File: src/rtl/core/nsp_pkg.sv
package nsp_pkg;

    localparam int MAX_FIELDS = 24;
    localparam int FIFO_DEPTH = 4;
    localparam int FIFO_AW    = $clog2(FIFO_DEPTH);

    localparam logic [1:0] KIND_NONE = 2'd0;
    localparam logic [1:0] KIND_RMC  = 2'd1;
    localparam logic [1:0] KIND_GGA  = 2'd2;
    localparam logic [1:0] KIND_GSA  = 2'd3;

    localparam logic [7:0] CH_DOLLAR = 8'h24;
    localparam logic [7:0] CH_STAR   = 8'h2A;
    localparam logic [7:0] CH_COMMA  = 8'h2C;
    localparam logic [7:0] CH_DOT    = 8'h2E;
    localparam logic [7:0] CH_ZERO   = 8'h30;
    localparam logic [7:0] CH_NINE   = 8'h39;
    localparam logic [7:0] CH_A      = 8'h41;
    localparam logic [7:0] CH_S      = 8'h53;
    localparam logic [7:0] CH_W      = 8'h57;

    localparam logic [23:0] TYPE_RMC = 24'h524D43;
    localparam logic [23:0] TYPE_GGA = 24'h474741;
    localparam logic [23:0] TYPE_GSA = 24'h475341;

    localparam logic [16:0] INT_SAT     = 17'd131071;
    localparam logic [29:0] LAT_LIMIT   = 30'd900000000;
    localparam logic [30:0] LON_LIMIT   = 31'd1800000000;
    localparam logic [24:0] SPEED_LIMIT = 25'd20000000;
    localparam logic [13:0] DOP_LIMIT   = 14'd9999;
    localparam logic [26:0] SPEED_CLIP_FROM = 27'd10799136;

    typedef struct packed {
        logic        has_field;
        logic        last;
        logic        ok;
        logic        rmc_status;
        logic [1:0]  hemi;
        logic [1:0]  kind;
        logic [4:0]  field;
        logic [16:0] int_part;
        logic [6:0]  f2;
        logic [9:0]  f3;
        logic [16:0] f5;
    } t_entry;

    function automatic logic [4:0] hex_value(input logic [7:0] c);
        logic [4:0] v;
        if (c >= 8'h30 && c <= 8'h39) v = 5'(c - 8'h30);
        else if (c >= 8'h41 && c <= 8'h46) v = 5'(c - 8'h37);
        else if (c >= 8'h61 && c <= 8'h66) v = 5'(c - 8'h57);
        else v = 5'd16;
        return v;
    endfunction

endpackage

File: src/rtl/core/nsp_front.sv
module nsp_front (
    input  logic            i_clk,
    input  logic            i_rst_n,
    input  logic            i_accept,
    input  logic [7:0]      i_char_code,
    input  logic            i_last_char,
    output logic            o_push,
    output nsp_pkg::t_entry o_entry
);
    import nsp_pkg::*;

    typedef enum logic [2:0] {PH_START, PH_DATA, PH_HEX1, PH_HEX2, PH_OK, PH_FAIL} t_phase;
    typedef enum logic [1:0] {NUM_INT, NUM_FRAC, NUM_STOP} t_num;

    t_phase      r_phase, n_phase;
    t_num        r_num, n_num;
    logic [7:0]  r_xor, n_xor;
    logic [3:0]  r_rx_hi, n_rx_hi;
    logic [6:0]  r_pos, n_pos;
    logic [4:0]  r_field, n_field;
    logic [15:0] r_letters, n_letters;
    logic [1:0]  r_kind, n_kind;
    logic [16:0] r_int, n_int;
    logic [6:0]  r_f2, n_f2;
    logic [9:0]  r_f3, n_f3;
    logic [16:0] r_f5, n_f5;
    logic [2:0]  r_fd, n_fd;
    logic        r_at_start, n_at_start;
    logic        r_status, n_status;
    logic [1:0]  r_hemi, n_hemi;

    logic        fin;
    logic        digit;
    logic [3:0]  d;
    logic [4:0]  hv;
    logic [20:0] int_tmp;
    logic [23:0] letters3;

    always_comb begin
        n_phase = r_phase;  n_num = r_num;   n_xor = r_xor;   n_rx_hi = r_rx_hi;
        n_pos = r_pos;      n_field = r_field; n_letters = r_letters; n_kind = r_kind;
        n_int = r_int;      n_f2 = r_f2;     n_f3 = r_f3;     n_f5 = r_f5;
        n_fd = r_fd;        n_at_start = r_at_start; n_status = r_status; n_hemi = r_hemi;
        fin      = 1'b0;
        digit    = (i_char_code >= CH_ZERO) && (i_char_code <= CH_NINE);
        d        = 4'(i_char_code - CH_ZERO);
        hv       = hex_value(i_char_code);
        int_tmp  = 21'(r_int) * 21'd10 + 21'(d);
        letters3 = {r_letters, i_char_code};

        unique case (r_phase)
            PH_START: n_phase = (i_char_code == CH_DOLLAR) ? PH_DATA : PH_FAIL;
            PH_DATA: begin
                if (i_char_code == CH_STAR) begin
                    if (r_pos == 7'd1) n_phase = PH_FAIL;
                    else begin
                        fin     = 1'b1;
                        n_phase = PH_HEX1;
                    end
                end else begin
                    n_xor = r_xor ^ i_char_code;
                    if (r_field == '0 && r_pos >= 7'd3 && r_pos <= 7'd5) begin
                        n_letters = letters3[15:0];
                        if (r_pos == 7'd5) begin
                            if (letters3 == TYPE_RMC) n_kind = KIND_RMC;
                            else if (letters3 == TYPE_GGA) n_kind = KIND_GGA;
                            else if (letters3 == TYPE_GSA) n_kind = KIND_GSA;
                        end
                    end
                    if (i_char_code == CH_COMMA && 6'(r_field) + 6'd1 < 6'(MAX_FIELDS)) begin
                        fin        = 1'b1;
                        n_field    = r_field + 5'd1;
                        n_int      = '0;
                        n_f2       = '0;
                        n_f3       = '0;
                        n_f5       = '0;
                        n_fd       = '0;
                        n_num      = NUM_INT;
                        n_at_start = 1'b1;
                    end else begin
                        if (r_at_start && r_kind == KIND_RMC) begin
                            if (r_field == 5'd2) n_status = (i_char_code == CH_A);
                            if (r_field == 5'd4 && i_char_code == CH_S) n_hemi[0] = 1'b1;
                            if (r_field == 5'd6 && i_char_code == CH_W) n_hemi[1] = 1'b1;
                        end
                        n_at_start = 1'b0;
                        case (r_num)
                            NUM_INT: begin
                                if (digit)
                                    n_int = (int_tmp > 21'(INT_SAT)) ? INT_SAT : int_tmp[16:0];
                                else if (i_char_code == CH_DOT) n_num = NUM_FRAC;
                                else n_num = NUM_STOP;
                            end
                            NUM_FRAC: begin
                                if (!digit) n_num = NUM_STOP;
                                else if (r_fd < 3'd5) begin
                                    n_fd = r_fd + 3'd1;
                                    case (r_fd)
                                        3'd0: begin
                                            n_f5 = r_f5 + 17'(d) * 17'd10000;
                                            n_f3 = r_f3 + 10'(d) * 10'd100;
                                            n_f2 = r_f2 + 7'(d) * 7'd10;
                                        end
                                        3'd1: begin
                                            n_f5 = r_f5 + 17'(d) * 17'd1000;
                                            n_f3 = r_f3 + 10'(d) * 10'd10;
                                            n_f2 = r_f2 + 7'(d);
                                        end
                                        3'd2: begin
                                            n_f5 = r_f5 + 17'(d) * 17'd100;
                                            n_f3 = r_f3 + 10'(d);
                                        end
                                        3'd3: n_f5 = r_f5 + 17'(d) * 17'd10;
                                        default: n_f5 = r_f5 + 17'(d);
                                    endcase
                                end
                            end
                            default: ;
                        endcase
                    end
                end
            end
            PH_HEX1: begin
                if (hv[4]) n_phase = PH_FAIL;
                else begin
                    n_rx_hi = hv[3:0];
                    n_phase = PH_HEX2;
                end
            end
            PH_HEX2: begin
                if (hv[4]) n_phase = PH_FAIL;
                else n_phase = ({r_rx_hi, hv[3:0]} == r_xor) ? PH_OK : PH_FAIL;
            end
            default: ;
        endcase
        if (r_pos != 7'd127) n_pos = r_pos + 7'd1;
    end

    always_comb begin
        o_push             = i_accept && (fin || i_last_char);
        o_entry.has_field  = fin;
        o_entry.last       = i_last_char;
        o_entry.ok         = (n_phase == PH_OK) && (n_kind != KIND_NONE);
        o_entry.rmc_status = n_status;
        o_entry.hemi       = n_hemi;
        o_entry.kind       = n_kind;
        o_entry.field      = r_field;
        o_entry.int_part   = r_int;
        o_entry.f2         = r_f2;
        o_entry.f3         = r_f3;
        o_entry.f5         = r_f5;
    end

    always_ff @(posedge i_clk) begin
        if (!i_rst_n || (i_accept && i_last_char)) begin
            r_phase <= PH_START;  r_num <= NUM_INT;  r_xor <= '0;  r_rx_hi <= '0;
            r_pos <= '0;  r_field <= '0;  r_letters <= '0;  r_kind <= KIND_NONE;
            r_int <= '0;  r_f2 <= '0;  r_f3 <= '0;  r_f5 <= '0;  r_fd <= '0;
            r_at_start <= 1'b1;  r_status <= 1'b0;  r_hemi <= '0;
        end else if (i_accept) begin
            r_phase <= n_phase;  r_num <= n_num;  r_xor <= n_xor;  r_rx_hi <= n_rx_hi;
            r_pos <= n_pos;  r_field <= n_field;  r_letters <= n_letters;  r_kind <= n_kind;
            r_int <= n_int;  r_f2 <= n_f2;  r_f3 <= n_f3;  r_f5 <= n_f5;  r_fd <= n_fd;
            r_at_start <= n_at_start;  r_status <= n_status;  r_hemi <= n_hemi;
        end
    end

endmodule

File: config.mk
export PLATFORM = sky130hd
export DESIGN_NAME = nsp_front
export DESIGN_NICKNAME = d
export VERILOG_FILES = /design/src/rtl/core/nsp_pkg.sv /design/src/rtl/core/nsp_front.sv
export SDC_FILE = /design/constraint.sdc
export NUM_CORES = 1
export LEC_CHECK = 0
export ABC_CLOCK_PERIOD_IN_PS = 5100
export BUFFER_PORTS_ARGS = -buffer_cell sky130_fd_sc_hd__buf_4
export CAP_MARGIN = 25
export CORE_AREA = 2 2 141 170
export CTS_BUF_LIST = sky130_fd_sc_hd__clkbuf_4
export DETAILED_ROUTE_END_ITERATION = 10
export DIE_AREA = 0 0 143 172
export GPL_ROUTABILITY_DRIVEN = 0
export GPL_TIMING_DRIVEN = 0
export PLACE_DENSITY_LB_ADDON = 0.1
export SLEW_MARGIN = 20
export SYNTH_ARGS = -nofsm -noshare
export SYNTH_HDL_FRONTEND = slang
export SYNTH_SLANG_ARGS = --single-unit
File: constraint.sdc
create_clock -name i_clk -period 5.1 [get_ports i_clk]
set_input_delay 0.51 -clock i_clk [delete_from_list [all_inputs] [get_ports i_clk]]
set_output_delay 0.51 -clock i_clk [all_outputs]
set_load 0.02 [all_outputs]
**Yosys cells after proc, flatten, opt, wreduce, memory -nomap -nowiden**

Cells that the tools add are included.

- $add $sub $neg: 18
- Multiply operators: 8
- Order comparisons: 11
- Equal/unequal tests: 28
- Muxes and demuxes: 60
- Bitwise operators: 3
- Reduce and logical (&&, ||, !) cells: 37

Operators with widths:

| operator | count |
|---|---|
| $mux 17 | 8 |
| $eq 24x23->1 const B | 3 |
| $pmux 17 s4 | 1 |
| $mux 10 | 4 |
| $eq 8x6->1 const B | 4 |
| $mux 2 | 15 |
| $pmux 10 s3 | 1 |
| $mux 7 | 4 |
| $eq 8x7->1 const B | 3 |
| $mux 3 | 8 |
| $add 21x4->21 | 1 |
| $gt 21x17->1 const B | 1 |
| $mul 17x3->20 const B | 1 |
| $add 17x11->17 | 1 |
| $add 17x14->17 | 1 |
| $add 17x17->17 | 1 |
| $add 17x4->17 | 1 |
| $add 17x8->17 | 1 |
| $ge 8x7->1 const B | 2 |
| $le 8x7->1 const B | 2 |
| $mux 5 | 3 |
| $sub 5x5->5 const B | 3 |
| $mul 4x3->7 const B | 2 |
| $pmux 7 s2 | 1 |
| 51 further kinds | 93 |

- Bits in registers: 105

**Longest topological paths before layout**

- Depth in word-level cells: 11
- Gate-level depth with buffers: 20

**Worst setup path before layout**

No wires, ideal clock.

- Path type: input-to-reg
- From: in i_char_code[1]
- To: reg r_f5[16]
- Library setup time: 114 ps
- Arrival: 4172 ps
- Setup slack: 813 ps
- Cell stages on the path: 17
- Buffers on the path: 0
- Cell sequence: fa_1 fa_1 ha_1 a21oi_1 nor2b_1 nor2_1 o21bai_1 xor2_1 ha_1 nand2_1 a211oi_1 a221o_1 a31o_2 nand3_1 mux2i_1 a211oi_1 a2111oi_0

- Word-level cells in the longest chain between the ends: 8
- Elaborated cells between the ends (all ways): 26

RTL lines:

| item | RTL line | text |
|---|---|---|
| from (decl) | nsp_front.sv:5 | `input logic [7:0] i_char_code,` |
| $sub 5x5->5 | - |  |
| $mul 4x10->13, or another cell as far along | nsp_front.sv:100 | `n_f5 = r_f5 + 17'(d) * 17'd10000;` |
| $add 17x17->17, or another cell as far along | nsp_front.sv:100 |  |
| $pmux 17 s4 | nsp_front.sv:98 | `case (r_fd)` |
| $mux 17 | nsp_front.sv:96 | `else if (r_fd < 3'd5) begin` |
| $mux 17 | nsp_front.sv:95 | `if (!digit) n_num = NUM_STOP;` |
| $mux 17 | nsp_front.sv:87 | `case (r_num)` |
| $mux 17 | nsp_front.sv:70 | `if (i_char_code == CH_COMMA && 6'(r_field) + 6'd1 < 6'(MAX_FIELDS)) begin` |
| to (signal assigned) | nsp_front.sv:163 | `r_int <= n_int; r_f2 <= n_f2; r_f3 <= n_f3; r_f5 <= n_f5; r_fd <= n_fd;` |
| to (decl) | nsp_front.sv:26 | `logic [16:0] r_f5, n_f5;` |

Parallel ways exist; a longest one is shown, timed or not. The select of a mux whose other input is x is not followed.
A chain may end at the register's enable or synchronous reset.

**Final worst setup path**

Same ends and word-level chain as after synthesis.

==> impl_metrics.toml <==
[outcome]
status = "finished, final reports clean"

[setup_path]
reg2reg_to = "r_int[8]"
worstPathRequired_ns = 5.49
cp_max_fo = 30
end_kind = "flip-flop"
ff2ff_setup_slack_ns = 1.40
critPathLaunchType = "input pin"
cp.arrival_ns = 5.21
critical_path_class = "input pin to flip-flop"
crit_start = "i_char_code[1]"
timing.rr.start = "r_int[1]"
reg2reg_depth = 14

[drt]
drcViolationCount = 0
vias = 11107
wl_per_cell_um = 19.85
antenna_left = 0
first_pass_iters = 5
routed_wl_mm = 36.06
vias_per_cell = 6.116
drt_iter0_markers = 694

[layout]
area_growth_pct = 9.752
layout-drive-gt1-share_pct = 9.133
post-route-util_pct = 54.06
layout.nets = 1682
fin_cells = 1816

[yosys]
synthCells = 1410
synth_cell_type_count = 85
muxShareOfSynthArea_pct = 2.278
yosysWarnings = 0
synth_adder_area_share_pct = 20.81
syn_area_sq_um = 11320
synth.most_common_cell = "ha_1"
synth-compound-area-share_pct = 25.95
synth_nets = 1597
synth_top_family_by_area = "compound AO/OA/AOI/OAI gates"
synth-seq-cells = 105
avgSynthCellArea_sq_um = 8.025
yosys.area.top_type = "dfxtp_1"
synthSimpleGateAreaFrac_pct = 18.44
synth_xor_area_share_pct = 9.211
seq_area_frac_synth_pct = 18.58
synth_area_leaders = "dfxtp_1, ha_1, a21oi_1"
ys.flop_type = "dfxtp_1"
synth_edf_count = 0
synth-async-reset-ratio_pct = 0
synth_top_area_share_pct = 18.58
yosys-top-cells-count = "ha_1, nor2_1, a21oi_1, dfxtp_1, nand2_1"

[clocking]
cts-root-buf = "clkbuf_4"
cts.htree.levels = 3
cts_buffer_depth = 2
hold_buffers = 0
postCtsSetupBuffers = 0
post_cts_resized = 0
clock_latency_ns = 0.53
cts_buffers = 9
cts_tree = "done"
cts.clk_slew.worst_paths_ns = 0.20
cts.sinks = 105

[sta]
fin_skew_ns = 0.02252
period_needed_ns = 4.816
fin_ws_ns = 0.2841
timing.fmax_mhz = 207.6
min_period_over_period_pct = 94.43
drv_slew = 0
rsz0062_at_grt = "false"
finalHoldViolCount = 0
worst_pin_slew_ns = 1.058
fin_tns_setup_ns = 0
max_slew_margin_pct = 28.48
setup_viol = 0

[hold_path]
min-delay-start = "i_char_code[5]"
hold_path.class = "input pin to flip-flop"
holdPathEnd = "r_letters[5]"
hold_depth = 3

[die]
fp.dieW_um = 143
dieArea_sq_um = 24600
core_sq_um = 22970
io_pins = 77
num_rows = 61
die_h_um = 172
start_util_pct = 49.26

[global_routing]
gr-usage-all-layers_pct = 29.43
first_global_vias = 10470
grt_max_degree = 31
grt_antenna_before_repair = 1
grt_pass1_wl_mm = 56.61
grt_util_met3_pct = 3.711
met1_usage_pct = 38.46
grt-busiest-layer = "met2"
use_met2_pct = 48.45
grt_overflow = 0

[placed_design]
port_buffers = 74
dp.cells = 1799
pre_cts_ws_ns = -0.3421
dp_hpwl_mm = 27.37

[pwr]
clockPowerShare_pct = 25.1
power_frac_seq_pct = 44.8
comb_power_share_pct = 30.1
leakage_nw = 5.297
swShare_pct = 37.79
vdd_drop_max_v = 0.0001384
powerDensity_nw_per_um2 = 149.9
p_int_mw = 1.158
p_switching_mw = 0.7037

[job]
maxCapViolCount = 0
==> flip-flops by register name (all words and copies together) (netlist names), 3 cells and up <==
register and flops:
r_int 17, r_f5 17, r_phase 3, r_pos 7
r_xor 8, r_f2 7, r_fd 3, r_rx_hi 4
r_f3 10, r_field 5, r_letters 16
==> final cells by class <==
cell class / instances / area, sq um
Inverter: 65 / 244.0
Clock buffer: 9 / 67.56
Buffer: 67 / 291.5
Antenna cell: 1 / 2.502
Timing Repair Buffer: 74 / 555.5
Fill cell: 2246 / 10550
Multi-Input combinational cell: 1173 / 8686
Clock inverter: 7 / 76.32
Tap cell: 315 / 394.1
Sequential cell: 105 / 2102
==> how the worst max path moves through the flow <==
stage	to	slack, ns
after global placement	r_f5[16]	-0.38
after CTS	r_f5[16]	0.19
after global routing	r_f5[16]	0.07
after detailed placement	r_f5[16]	-0.34
after floorplan	r_f5[16]	0.81
final	r_f5[16]	0.28
==> layer usage <==
| metal | wire length (um) | vias to the layer above |
|---|---|---|
| met4 | 1509 | 0 |
| met1 | 15810 | 5284 |
| met3 | 2039 | 85 |
| met5 | 0 | - |
| met2 | 16700 | 366 |
| li1 | - | 5372 |
==> through the flow <==
step                      instance area (sq um)  total power [mW]  hold WS (ns)
after global routing                      12420             1.955        0.2514
final                                     12420             1.862        0.2732
after CTS                                 12410             1.855        0.2480
after detailed placement                  12270             1.399        0.4646
after global placement                    12270             1.394        0.4589
after floorplan                           11320             1.242        0.4416
==> cell usage in the layout, fill, tap and decap left out, types with 8 or more instances in the layout <==
cell,n
a2111oi_0,10
a211oi_1,17
a21o_1,35
a21oi_1,118
a221oi_1,8
a311oi_2,8
a31oi_1,22
and2_1,11
and3_1,11
buf_4,79
clkbuf_1,53
clkbuf_4,9
dfxtp_1,105
fa_1,22
ha_1,153
inv_1,65
mux2i_1,22
nand2_1,98
nand2b_1,12
nand3_1,27
nand4_1,11
nor2_1,138
nor2b_1,20
nor3_1,39
nor4_1,12
o211ai_1,17
o21a_1,11
o21ai_0,78
o21bai_1,14
xnor2_1,58
xor2_1,60
==> kinds of logic after synthesis <==
kind of cell | count (synthesis)
compound gates | 429
xor+xnor | 119
fa+ha+maj | 175
buf+inv | 132
flops | 105
mux | 25
simple gates | 425
==> critical path, cell delays in order <==
cell	delay, ns
buf_4	0.43
inv_1	0.41
ha_1	0.56
ha_1	0.31
inv_1	0.08
fa_1	0.43
xnor2_2	0.24
ha_1	0.25
or3_1	0.35
o21bai_1	0.21
a211oi_1	0.54
nor2_1	0.19
a21oi_1	0.21
mux2i_1	0.10
a211oi_1	0.24
a2111oi_0	0.12
==> power by group through the flow <==
stage / Clock, mW / Sequential [mW] / Combinational [mW]
after floorplan: 0 / 0.849 / 0.393
after global placement: 0 / 0.850 / 0.544
after detailed placement: 0 / 0.850 / 0.549
after CTS: 0.469 / 0.834 / 0.553
after global routing: 0.502 / 0.835 / 0.617
final: 0.468 / 0.834 / 0.560
No activity file was read; power rests on OpenSTA's default activity.
