<file path="config.mk">
export PLATFORM = sky130hd
export DESIGN_NAME = nsp_fifo
export DESIGN_NICKNAME = d
export VERILOG_FILES = /design/src/rtl/core/nsp_pkg.sv /design/src/rtl/core/nsp_fifo.sv
export SDC_FILE = /design/constraint.sdc
export NUM_CORES = 1
export LEC_CHECK = 0
export BUFFER_PORTS_ARGS = -buffer_cell sky130_fd_sc_hd__buf_2
export CELL_PAD_IN_SITES_DETAIL_PLACEMENT = 1
export CELL_PAD_IN_SITES_GLOBAL_PLACEMENT = 1
export CORE_ASPECT_RATIO = 0.9
export CORE_MARGIN = 1.5
export CORE_UTILIZATION = 45
export CTS_CLUSTER_SIZE = 10
export DETAILED_ROUTE_END_ITERATION = 8
export GPL_ROUTABILITY_DRIVEN = 1
export PLACE_DENSITY = 0.81
export SLEW_MARGIN = 0
export SYNTH_ARGS = -nofsm -noshare
export SYNTH_HDL_FRONTEND = slang
export SYNTH_SLANG_ARGS = --single-unit
</file>
<file path="constraint.sdc">
create_clock -name i_clk -period 2.53 [get_ports i_clk]
set_clock_uncertainty 0.1 [all_clocks]
set_input_delay 0.1265 -clock i_clk [delete_from_list [all_inputs] [get_ports i_clk]]
set_output_delay 0.1265 -clock i_clk [all_outputs]
set_load 0.02 [all_outputs]
</file>
<file path="src/rtl/core/nsp_pkg.sv">
package nsp_pkg;

    localparam int MAX_FIELDS = 24;
    localparam int FIFO_DEPTH = 4;
    localparam int FIFO_AW    = $clog2(FIFO_DEPTH);

    localparam logic [1:0] KIND_NONE = 2'd0;
    localparam logic [1:0] KIND_RMC  = 2'd1;
    localparam logic [1:0] KIND_GGA  = 2'd2;
    localparam logic [1:0] KIND_GSA  = 2'd3;

    localparam logic [7:0] CH_DOLLAR = 8'h24;
    localparam logic [7:0] CH_STAR   = 8'h2A;
    localparam logic [7:0] CH_COMMA  = 8'h2C;
    localparam logic [7:0] CH_DOT    = 8'h2E;
    localparam logic [7:0] CH_ZERO   = 8'h30;
    localparam logic [7:0] CH_NINE   = 8'h39;
    localparam logic [7:0] CH_A      = 8'h41;
    localparam logic [7:0] CH_S      = 8'h53;
    localparam logic [7:0] CH_W      = 8'h57;

    localparam logic [23:0] TYPE_RMC = 24'h524D43;
    localparam logic [23:0] TYPE_GGA = 24'h474741;
    localparam logic [23:0] TYPE_GSA = 24'h475341;

    localparam logic [16:0] INT_SAT     = 17'd131071;
    localparam logic [29:0] LAT_LIMIT   = 30'd900000000;
    localparam logic [30:0] LON_LIMIT   = 31'd1800000000;
    localparam logic [24:0] SPEED_LIMIT = 25'd20000000;
    localparam logic [13:0] DOP_LIMIT   = 14'd9999;
    localparam logic [26:0] SPEED_CLIP_FROM = 27'd10799136;

    typedef struct packed {
        logic        has_field;
        logic        last;
        logic        ok;
        logic        rmc_status;
        logic [1:0]  hemi;
        logic [1:0]  kind;
        logic [4:0]  field;
        logic [16:0] int_part;
        logic [6:0]  f2;
        logic [9:0]  f3;
        logic [16:0] f5;
    } t_entry;

    function automatic logic [4:0] hex_value(input logic [7:0] c);
        logic [4:0] v;
        if (c >= 8'h30 && c <= 8'h39) v = 5'(c - 8'h30);
        else if (c >= 8'h41 && c <= 8'h46) v = 5'(c - 8'h37);
        else if (c >= 8'h61 && c <= 8'h66) v = 5'(c - 8'h57);
        else v = 5'd16;
        return v;
    endfunction

endpackage

</file>
<file path="src/rtl/core/nsp_fifo.sv">
module nsp_fifo (
    input  logic            i_clk,
    input  logic            i_rst_n,
    input  logic            i_push,
    input  nsp_pkg::t_entry i_data,
    output logic            o_full,
    input  logic            i_pop,
    output logic            o_valid,
    output nsp_pkg::t_entry o_data
);
    import nsp_pkg::*;

    t_entry            r_mem [FIFO_DEPTH];
    logic [FIFO_AW-1:0] r_wp, r_rp;
    logic [FIFO_AW:0]   r_cnt;
    logic               push, pop;

    assign o_full  = (r_cnt == (FIFO_AW+1)'(FIFO_DEPTH));
    assign o_valid = (r_cnt != '0);
    assign o_data  = r_mem[r_rp];
    assign push    = i_push && !o_full;
    assign pop     = i_pop && o_valid;

    always_ff @(posedge i_clk) begin
        if (!i_rst_n) begin
            r_wp  <= '0;
            r_rp  <= '0;
            r_cnt <= '0;
        end else begin
            if (push) r_wp <= r_wp + 1'b1;
            if (pop)  r_rp <= r_rp + 1'b1;
            r_cnt <= r_cnt + (FIFO_AW+1)'(push) - (FIFO_AW+1)'(pop);
        end
        if (push) r_mem[r_wp] <= i_data;
    end

endmodule

</file>
After elaboration in Yosys (flattened, before gate mapping). Memories as Yosys holds them, arrays and structs flattened. A register that Yosys moved wholly into a read port is not among the register bits. Cells that the tools add are included.

Memories: 1. Input port bits: 68. Bits in writable memories: 256. Output and inout bits: 66. Register bits after elaboration: 7. Word-level logic and storage cells: 17.

Multiplexer cells: 4. Add/sub/neg operators: 4. Equal/unequal tests: 1. Reduce and logical (&&, ||, !) cells: 4.

Memories: r_mem (words 4, bits a word 64, rd ports 1, clocked after Yosys merged registers in 1, write ports 1, RTL line nsp_fifo.sv:13) `t_entry r_mem [FIFO_DEPTH];`.

Operators by type and width (number): adder 2 x 1 -> 2 bit (second input constant) (2); two-way mux 2 bit (2); adder 3 x 1 -> 3 bit (1); equality test 3 bit (second input constant) (1); nonzero test 3 bit (1); subtractor 3 x 1 -> 3 bit (1); logical AND 1 bit (2); two-way mux 1 bit (2); zero test 1 bit (1).

Longest topological paths before layout. Gate-level depths: netlist of the first run.

Word-level depth: 5. Depth in mapped cells: 12.

Worst setup path after synthesis of the first run. OpenSTA, ideal clock, no wires.

Kind: reg2reg. Start point: register r_cnt[1]. End point: memory r_mem[0][0] (netlist bit) (enable). Period minus slack after synthesis: 2.882 ns. Arrival time: 2.353 ns. Library setup time: 0.429 ns. Stages on the path, launching flop included: 5. Data required time: 2.001 ns. Slack: -0.352 ns. Path through: dfxtp_1 nor3b_2 nor2b_1 buf_2 and2_1.

Word-level cells in the longest chain between the ends: 5.

RTL lines: from (decl) (RTL line nsp_fifo.sv:15) `logic [FIFO_AW:0] r_cnt;`; from (signal assigned) (RTL line nsp_fifo.sv:32) `r_cnt <= r_cnt + (FIFO_AW+1)'(push) - (FIFO_AW+1)'(pop);`; equality test 3 bit (RTL line nsp_fifo.sv:18) `assign o_full = (r_cnt == (FIFO_AW+1)'(FIFO_DEPTH));`; via o_full (RTL line nsp_fifo.sv:6) `output logic o_full,`; zero test 1 bit (RTL line nsp_fifo.sv:21) `assign push = i_push && !o_full;`; logical AND 1 bit (RTL line nsp_fifo.sv:21); two-way mux 1 bit (RTL line nsp_fifo.sv:34) `if (push) r_mem[r_wp] <= i_data;`; two-way mux 1 bit (implied by the code) (RTL line nsp_fifo.sv:34); to (decl) (RTL line nsp_fifo.sv:13).

The timed path passes the listed nets, and every way through them passes these cells.

Final worst setup path of the first run.
Start point: register r_cnt[2]. End point: register r_cnt[2].

Word-level cells in the longest chain between the ends: 5. Elaborated cells between the ends (all ways): 7. Classes of those cells: 2 x add/sub; 1 x eq/ne; 4 x reduce/logical.

RTL lines (RTL line): equality test 3 bit (nsp_fifo.sv:18); zero test 1 bit (nsp_fifo.sv:21); logical AND 1 bit (nsp_fifo.sv:21); adder 3 x 1 -> 3 bit (nsp_fifo.sv:32); subtractor 3 x 1 -> 3 bit (*) (nsp_fifo.sv:32).

Mark *: on every way between the ends. The rest lies on a longest branch, timed or not. A chain may end at the register's enable or synchronous reset.

==> summary.txt, run 1 <==
Critical path
  • R2r setup slk: 140 ps
  • Crit path max fanout: 5
  • Max stage delay cell, worst path: fa_1
  • CP Cell Sequence: nor3b_2 -> nor2b_1 -> inv_1 -> ha_1 -> inv_1 -> ha_1 -> inv_1 -> fa_1 -> xnor2_1 -> xnor2_1 -> and2_1
  • Critical Path End: r_cnt[2]
  • CP Capture Type: register
  • Worst stage delay on the critical path: 380 ps
  • Origin of the worst setup path: r_cnt[2]
  • R2r endpoint: r_cnt[2]
  • CP startpoint kind: register
  • Launch point of the worst reg-to-reg path: r_cnt[2]
  • WS Path Type: reg -> reg
  • Worst Path Required: 2840 ps
  • Most frequent CP cell: inv_1
  • R2R depth: 11
  • Arrival @ worst endpoint: 2700 ps

Floorplanning
  • I/O pin total: 134
  • Core area: 21080 sq um
  • Die Y: 142.9 um
  • Std-Cell Rows: 50
  • Die W: 158.5 um
  • Initial Util: 46.43%
  • DIE AREA: 22650 sq um

Finish
  • Share of layout cells above drive strength 1: 39.68%
  • Post-layout util: 58.70%
  • Area of the multi-input gates: 1737 sq um
  • Layout Area Growth over Synthesis: 26.43%
  • Register area: 7876 sq um
  • Fill cells: 1821
  • Nets@finish: 688
  • Design area: 12380 sq um

Power
  • Int Power: 8.900 mW
  • Switching fraction of total power: 27.48%
  • Peak VDD IR: 0.0006932 V
  • Comb power frac: 25.1%
  • P_leak: 4.225 nW
  • Flop pwr share: 44.8%
  • P_sw: 3.372 mW
  • Clk network pwr share: 30.1%
  • PD cells: 991.6 nW/um^2

Synth
  • Post-synth EDFFs: 256
  • Synth Area per Inst: 25.62 sq um
  • Mapped Cells: 382
  • Flops & latches, synth: 265
  • Sequential share of the synthesized area: 80.38%
  • Ys flop type: edfxtp_1
  • Post-synth top cells: 256 x edfxtp_1, 60 x mux4_2, 9 x dfxtp_1, 7 x and2_1, 7 x buf_2
  • Synth top area cells: edfxtp_1 79%, mux4_2 14%, dfxtp_1 1.8%, buf_12 1.2%, mux4_1 1.1%
  • Synth cell types: 21
  • Net count after synthesis: 457
  • Yosys top cell by area: edfxtp_1
  • Asr flop ratio synth: 0%
  • Total of warnings raised by yosys: 0
  • Top cell type's share of synthesized area: 78.54%
  • Synthesized area: 9788 sq um
  • Count leader, synth: edfxtp_1

Placed design
  • Placed cell area: 10850 sq um
  • Placer Congestion: 0.6986
  • DP HPWL: 11950 um
  • Number of port buffers: 133

STA
  • Worst Tran Pin Value: 442.2 ps
  • Final Max Slew Viols: 0
  • Final Setup Violations: 0
  • Fin crit share: 94.30%
  • Slew HR: 70.06%
  • Unrepaired setup endpoints after global routing: false
  • Setup TNS: 0 ps
  • Period minus WS final: 2386 ps
  • Fin. Hold Viols: 0
  • Fmax: 419.2 MHz

Global route
  • Initial antenna violation count: 1
  • First-pass GRT wire length: 29960 um
  • Vias in the first global route: 5351
  • Pin count of the biggest net entering global routing: 65
  • GRT Residual Overflow: 0
  • Total track usage: 17.73%

Clock network
  • CTS H-Tree Depth: 1
  • CTS clk-pin slew, worst paths: 50 ps
  • Clock tree from TritonCTS: built
  • Root Buffer: clkbuf_16
  • Clock Latency Late Sink: 520 ps
  • Max Buffers Root-to-Sink: 3
  • Sink Count: 265
  • Total CTS buffers: 30

Outcome
  • Status: complete, no violations

Routing
  • Antenna-violating nets left: 0
  • Detailed Routing Iterations Pass 1: 4
  • Initial DRC Count: 237
  • Per-cell routed wire length: 21.48 um
  • Vias: 4699
  • Via density: 5.152
  • Remaining DRCs: 0
  • Drt total wl: 19590 um

Run
  • Max Cap Viol: 0

Hold path
  • Hold crit path type: in -> reg
## repair_timing
item                                    in CTS  in global routing
resized for setup                            0                  1
setup buffers                                3                  0
pin swaps                                    0                  0
hold buffers                                66                  0
endpoints found under the setup margin       1                  1
hold endpoints to repair                   265                  0
## registers in the layout, indices dropped and copies added, names as in the netlist, named ones only
| signal | flops |
|---|---|
| r_wp | 2 |
| r_cnt | 3 |
| r_mem | 256 |
| r_rp | 2 |
## layout by cell type (no fill, tap or decap), drive strengths merged
master,count
edfxtp,256
buf,149
dlygate4sd3,66
mux4,64
clkbuf,43
dfxtp,9
and2,7
ha,6
inv,5
nor2b,4
nand2,4
xnor2,4
mux2i,2
diode,1
o31a,1
nor3b,1
or3,1
o311ai,1
fa,1
clkinv,1
## per-stage QoR
stage | hold slack, ps | power, mW | setup WS, ps | std cells
2_1_floorplan | 125.4 | 7.665 | 83.65 | 382
3_3_place_gp | 236.0 | 8.449 | 289.8 | 798
3_5_place_dp | 244.0 | 8.585 | 103.3 | 798
4_1_cts | 5.671 | 12.43 | 92.18 | 911
5_1_grt | 44.89 | 12.77 | 36.27 | 912
6_report | 32.61 | 12.27 | 144.3 | 912
## power by group through the flow
stage	Clock, mW	Combinational (mW)	Sequential [mW]
floorplan	0	2.16	5.50
global placement	0	2.86	5.59
detailed placement	0	2.94	5.64
CTS	3.77	3.16	5.50
global route	3.91	3.33	5.53
finish	3.69	3.08	5.50
## worst max-delay path, delay by kind of cell (launching register included)
kind,cells,cell delay (ps)
buffers and inverters,3,210
XOR/XNOR,2,270
AND/OR/NAND/NOR,3,530
adder cells (fa/ha/maj),3,820
flip-flops,1,350
## layer usage
layer  track usage, %  vias to the layer above  part of all wire (%)
li1                 -                     2082                     -
met1            23.68                     2458                    44
met2            30.29                      132                    50
met3            3.672                       27                   5.0
met4            3.738                        0                   1.5
met5                0                        -                     0
## worst min path at each step
stage | cells past startpoint | from | to | slack (ps)
after CTS | 4 | i_pop | register | 6
after detailed placement | 1 | i_data[60] | r_mem[1][60] | 240
after global placement | 1 | i_data[57] | r_mem[0][57] | 240
after floorplan | 0 | i_data[0] | r_mem[0][0] | 130
final | 4 | i_pop | register | 30
after global routing | 4 | i_pop | register | 40
## final cells by class
type / count / area share [%]
Antenna cell: 1 / 0.02022
Clock buffer: 43 / 6.632
Clock inverter: 1 / 0.03033
Inverter: 5 / 0.1517
Multi-Input combinational cell: 96 / 14.03
Sequential cell: 265 / 63.64
Tap cell: 286 / 2.892
Timing Repair Buffer: 215 / 12.60
## logic make-up after synthesis
family          share of synthesized area, %
flops                                  80.38
fa+ha+maj                             0.9715
xor+xnor                              0.3579
buf+inv                                1.981
compound gates                        0.1790
simple gates                           1.048
mux                                    15.08
(Power assumes the default switching activity.)
==> run 2: changes to the inputs <==
--- a/config.mk
+++ b/config.mk
@@ -15,7 +15,9 @@
 export DETAILED_ROUTE_END_ITERATION = 8
 export GPL_ROUTABILITY_DRIVEN = 1
 export PLACE_DENSITY = 0.81
+export SETUP_SLACK_MARGIN = 0.4
 export SLEW_MARGIN = 0
 export SYNTH_ARGS = -nofsm -noshare
 export SYNTH_HDL_FRONTEND = slang
 export SYNTH_SLANG_ARGS = --single-unit
+export TNS_END_PERCENT = 1
==> run 2 against run 1 <==
  * Die area did not move
  * Worst hold slack gained 110 ps
  * Core utilization is 1.7 points higher
  * Clock-buffer cell count decreased by 2
  * Critical path type unchanged
  * Critical endpoint unchanged
==> summary.txt, run 2 (synthesis gave the netlist of run 1 again) <==
Outcome
  • Status: complete, no violations

Clock network
  • CTS clk-pin slew, worst paths: 50 ps (about the same)
  • CTS H-Tree Depth: 1 (unchanged)
  • Max Buffers Root-to-Sink: 3 (unchanged)
  • Root Buffer: clkbuf_16
  • Sink Count: 265 (unchanged)
  • Clock Latency Late Sink: 540 ps (+20 ps)
  • Clock tree from TritonCTS: built
  • Total CTS buffers: 30 (unchanged)

Finish
  • Biggest regs: r_mem: 256 flops, r_cnt: 3 flops
  • Post-layout util: 60.37% (+1.7 points)
  • Most common cell after layout, fill and taps aside: edfxtp_1
  • Max reg flops: 256 (unchanged)
  • Nets@finish: 702 (+2.0%)
  • Top reg by flops: r_mem
  • Fill cells: 1774 (-2.6%)
  • Commonest cells after routing, fill and taps aside: 256 x edfxtp_1, 120 x buf_2, 66 x dlygate4sd3_1
  • Layout Area Growth over Synthesis: 30.04%
  • Share of layout cells above drive strength 1: 42.63% (+3.0 points)

STA
  • Final Worst Setup Slack: 352.2 ps (+207.9 ps)
  • Fmax: 459.2 MHz (+9.5%)
  • Final Max Slew Viols: 0 (unchanged)
  • Slew HR: 73.00% (+2.9 points)
  • Final Setup Violations: 0 (unchanged)
  • Fin. Hold Viols: 0 (unchanged)
  • Fin crit share: 86.08% (-8.2 points)
  • Worst Hold Slack: 142.5 ps (+109.9 ps)
  • Worst Tran Pin Value: 404.9 ps (-37.24 ps)
  • Unrepaired setup endpoints after global routing: true
  • Period minus WS final: 2178 ps (-207.9 ps)
  • Setup TNS: 0 ps (unchanged)

Run
  • Max Cap Viol: 0 (unchanged)

Placed design
  • Pre-CTS setup slack: 242.0 ps (+138.7 ps)
  • Number of port buffers: 133 (unchanged)
  • Placer Congestion: 0.7418 (+6.2%)
  • DP HPWL: 12390 um (+3.6%)

Hold path
  • HP Start: i_push
  • Hold Path Depth: 5 (+1)
  • Hold EP: r_wp[0]
  • Hold crit path type: in -> reg

Global route
  • Total track usage: 19.39% (+1.7 points)
  • Vias in the first global route: 5519 (+3.1%)
  • Pin count of the biggest net entering global routing: 41 (-37%)
  • GRT Residual Overflow: 0 (unchanged)
  • Initial antenna violation count: 0 (-1)
  • First-pass GRT wire length: 32300 um (+7.8%)

Critical path
  • CP startpoint kind: register
  • WS Path Type: reg -> reg
  • CP Capture Type: register
  • R2r setup slk: 350 ps (+210 ps)
  • Arrival @ worst endpoint: 2510 ps (-190 ps)
  • Worst Path Required: 2860 ps (+20 ps)
  • R2r endpoint: r_cnt[2]
  • R2R depth: 11 (unchanged)
  • Crit path max fanout: 3 (-2)
  • Launch point of the worst reg-to-reg path: r_cnt[2]

Routing
  • Vias: 4797 (+2.1%)
  • Detailed Routing Iterations Pass 1: 4 (unchanged)
  • Drt total wl: 21240 um (+8.4%)
  • Per-cell routed wire length: 22.96 um (+6.9%)
  • Via density: 5.186 (+0.65%)
  • Antenna-violating nets left: 0 (unchanged)
  • Remaining DRCs: 0 (unchanged)
  • Initial DRC Count: 240 (+1.3%)

Floorplanning
  • Die W: 158.5 um (unchanged)
  • DIE AREA: 22650 sq um (unchanged)
  • I/O pin total: 134 (unchanged)
  • Initial Util: 46.43% (unchanged)
  • Die Y: 142.9 um (unchanged)
  • Core area: 21080 sq um (unchanged)
  • Std-Cell Rows: 50 (unchanged)

Power
  • PD cells: 1010 nW/um^2 (+1.9%)
  • P_leak: 4.356 nW (+3.1%)
  • Peak VDD IR: 0.0005368 V (-23%)
run 2: how the worst max path moves through the flow:
stage / start / to
4_1_cts: register / o_data[52]
2_1_floorplan: r_cnt[1] / r_cnt[2]
5_1_grt: r_cnt[2] / r_cnt[2]
3_5_place_dp: r_cnt[1] / r_cnt[2]
6_report: r_cnt[2] / r_cnt[2]
3_3_place_gp: r_cnt[2] / r_cnt[2]
run 2: repair_timing:
| action | in CTS | in global routing |
|---|---|---|
| cloned | 3 | 2 |
| hold endpoints to repair | 265 | 0 |
| resized for setup | 21 | 28 |
| pin swaps | 4 | 5 |
| endpoints found under the setup margin | 54 | 76 |
| buffers inserted | 9 | 1 |
| hold buffers | 66 | 0 |
run 2: layout make-up:
type / count / area [sq um] / area share, %
flip-flops and latches: 265 / 7886 / 61.96
well taps: 286 / 357.8 / 2.811
repair buffers: 229 / 1881 / 14.77
clock inverters: 2 / 20.02 / 0.1573
multi-input cells: 96 / 1770 / 13.91
inverters: 5 / 18.77 / 0.1474
clock buffers: 41 / 792.0 / 6.222
diodes: 1 / 2.502 / 0.01966
run 2: routing by layer:
layer	vias to the layer above	routed length, um	global-route usage (%)	share of wire [%]
met5	-	0	0	0
met4	0	463	5.312	2.2
met3	32	1042	3.612	4.9
met2	132	11040	34.27	52
met1	2522	8692	24.56	41
li1	2111	-	-	-
run 2: where the power goes:
| part | internal (mW) | switching (mW) | leakage [nW] | total, mW |
|---|---|---|---|---|
| sequential | 5.34 | 0.184 | 2.42 | 5.52 |
| combinational | 1.77 | 1.88 | 1.54 | 3.65 |
| clock | 2.14 | 1.55 | 0.391 | 3.69 |
run 2: critical path: stages (launching register included):
cell     delay [ps]
dfxtp_4         350
nor3b_4         150
nor2b_1         150
inv_1           100
ha_4            240
inv_2            70
ha_4            130
inv_2            30
fa_2            340
xnor2_2         150
xnor2_1         130
and2_1          140
run 2: through the flow:
| step | area (sq um) | cells | power, mW |
|---|---|---|---|
| 5_1_grt | 12730 | 924 | 13.38 |
| 3_3_place_gp | 10880 | 800 | 8.477 |
| 3_5_place_dp | 10880 | 800 | 8.634 |
| 4_1_cts | 12590 | 921 | 12.80 |
| 6_report | 12730 | 925 | 12.86 |
| 2_1_floorplan | 9806 | 382 | 7.684 |
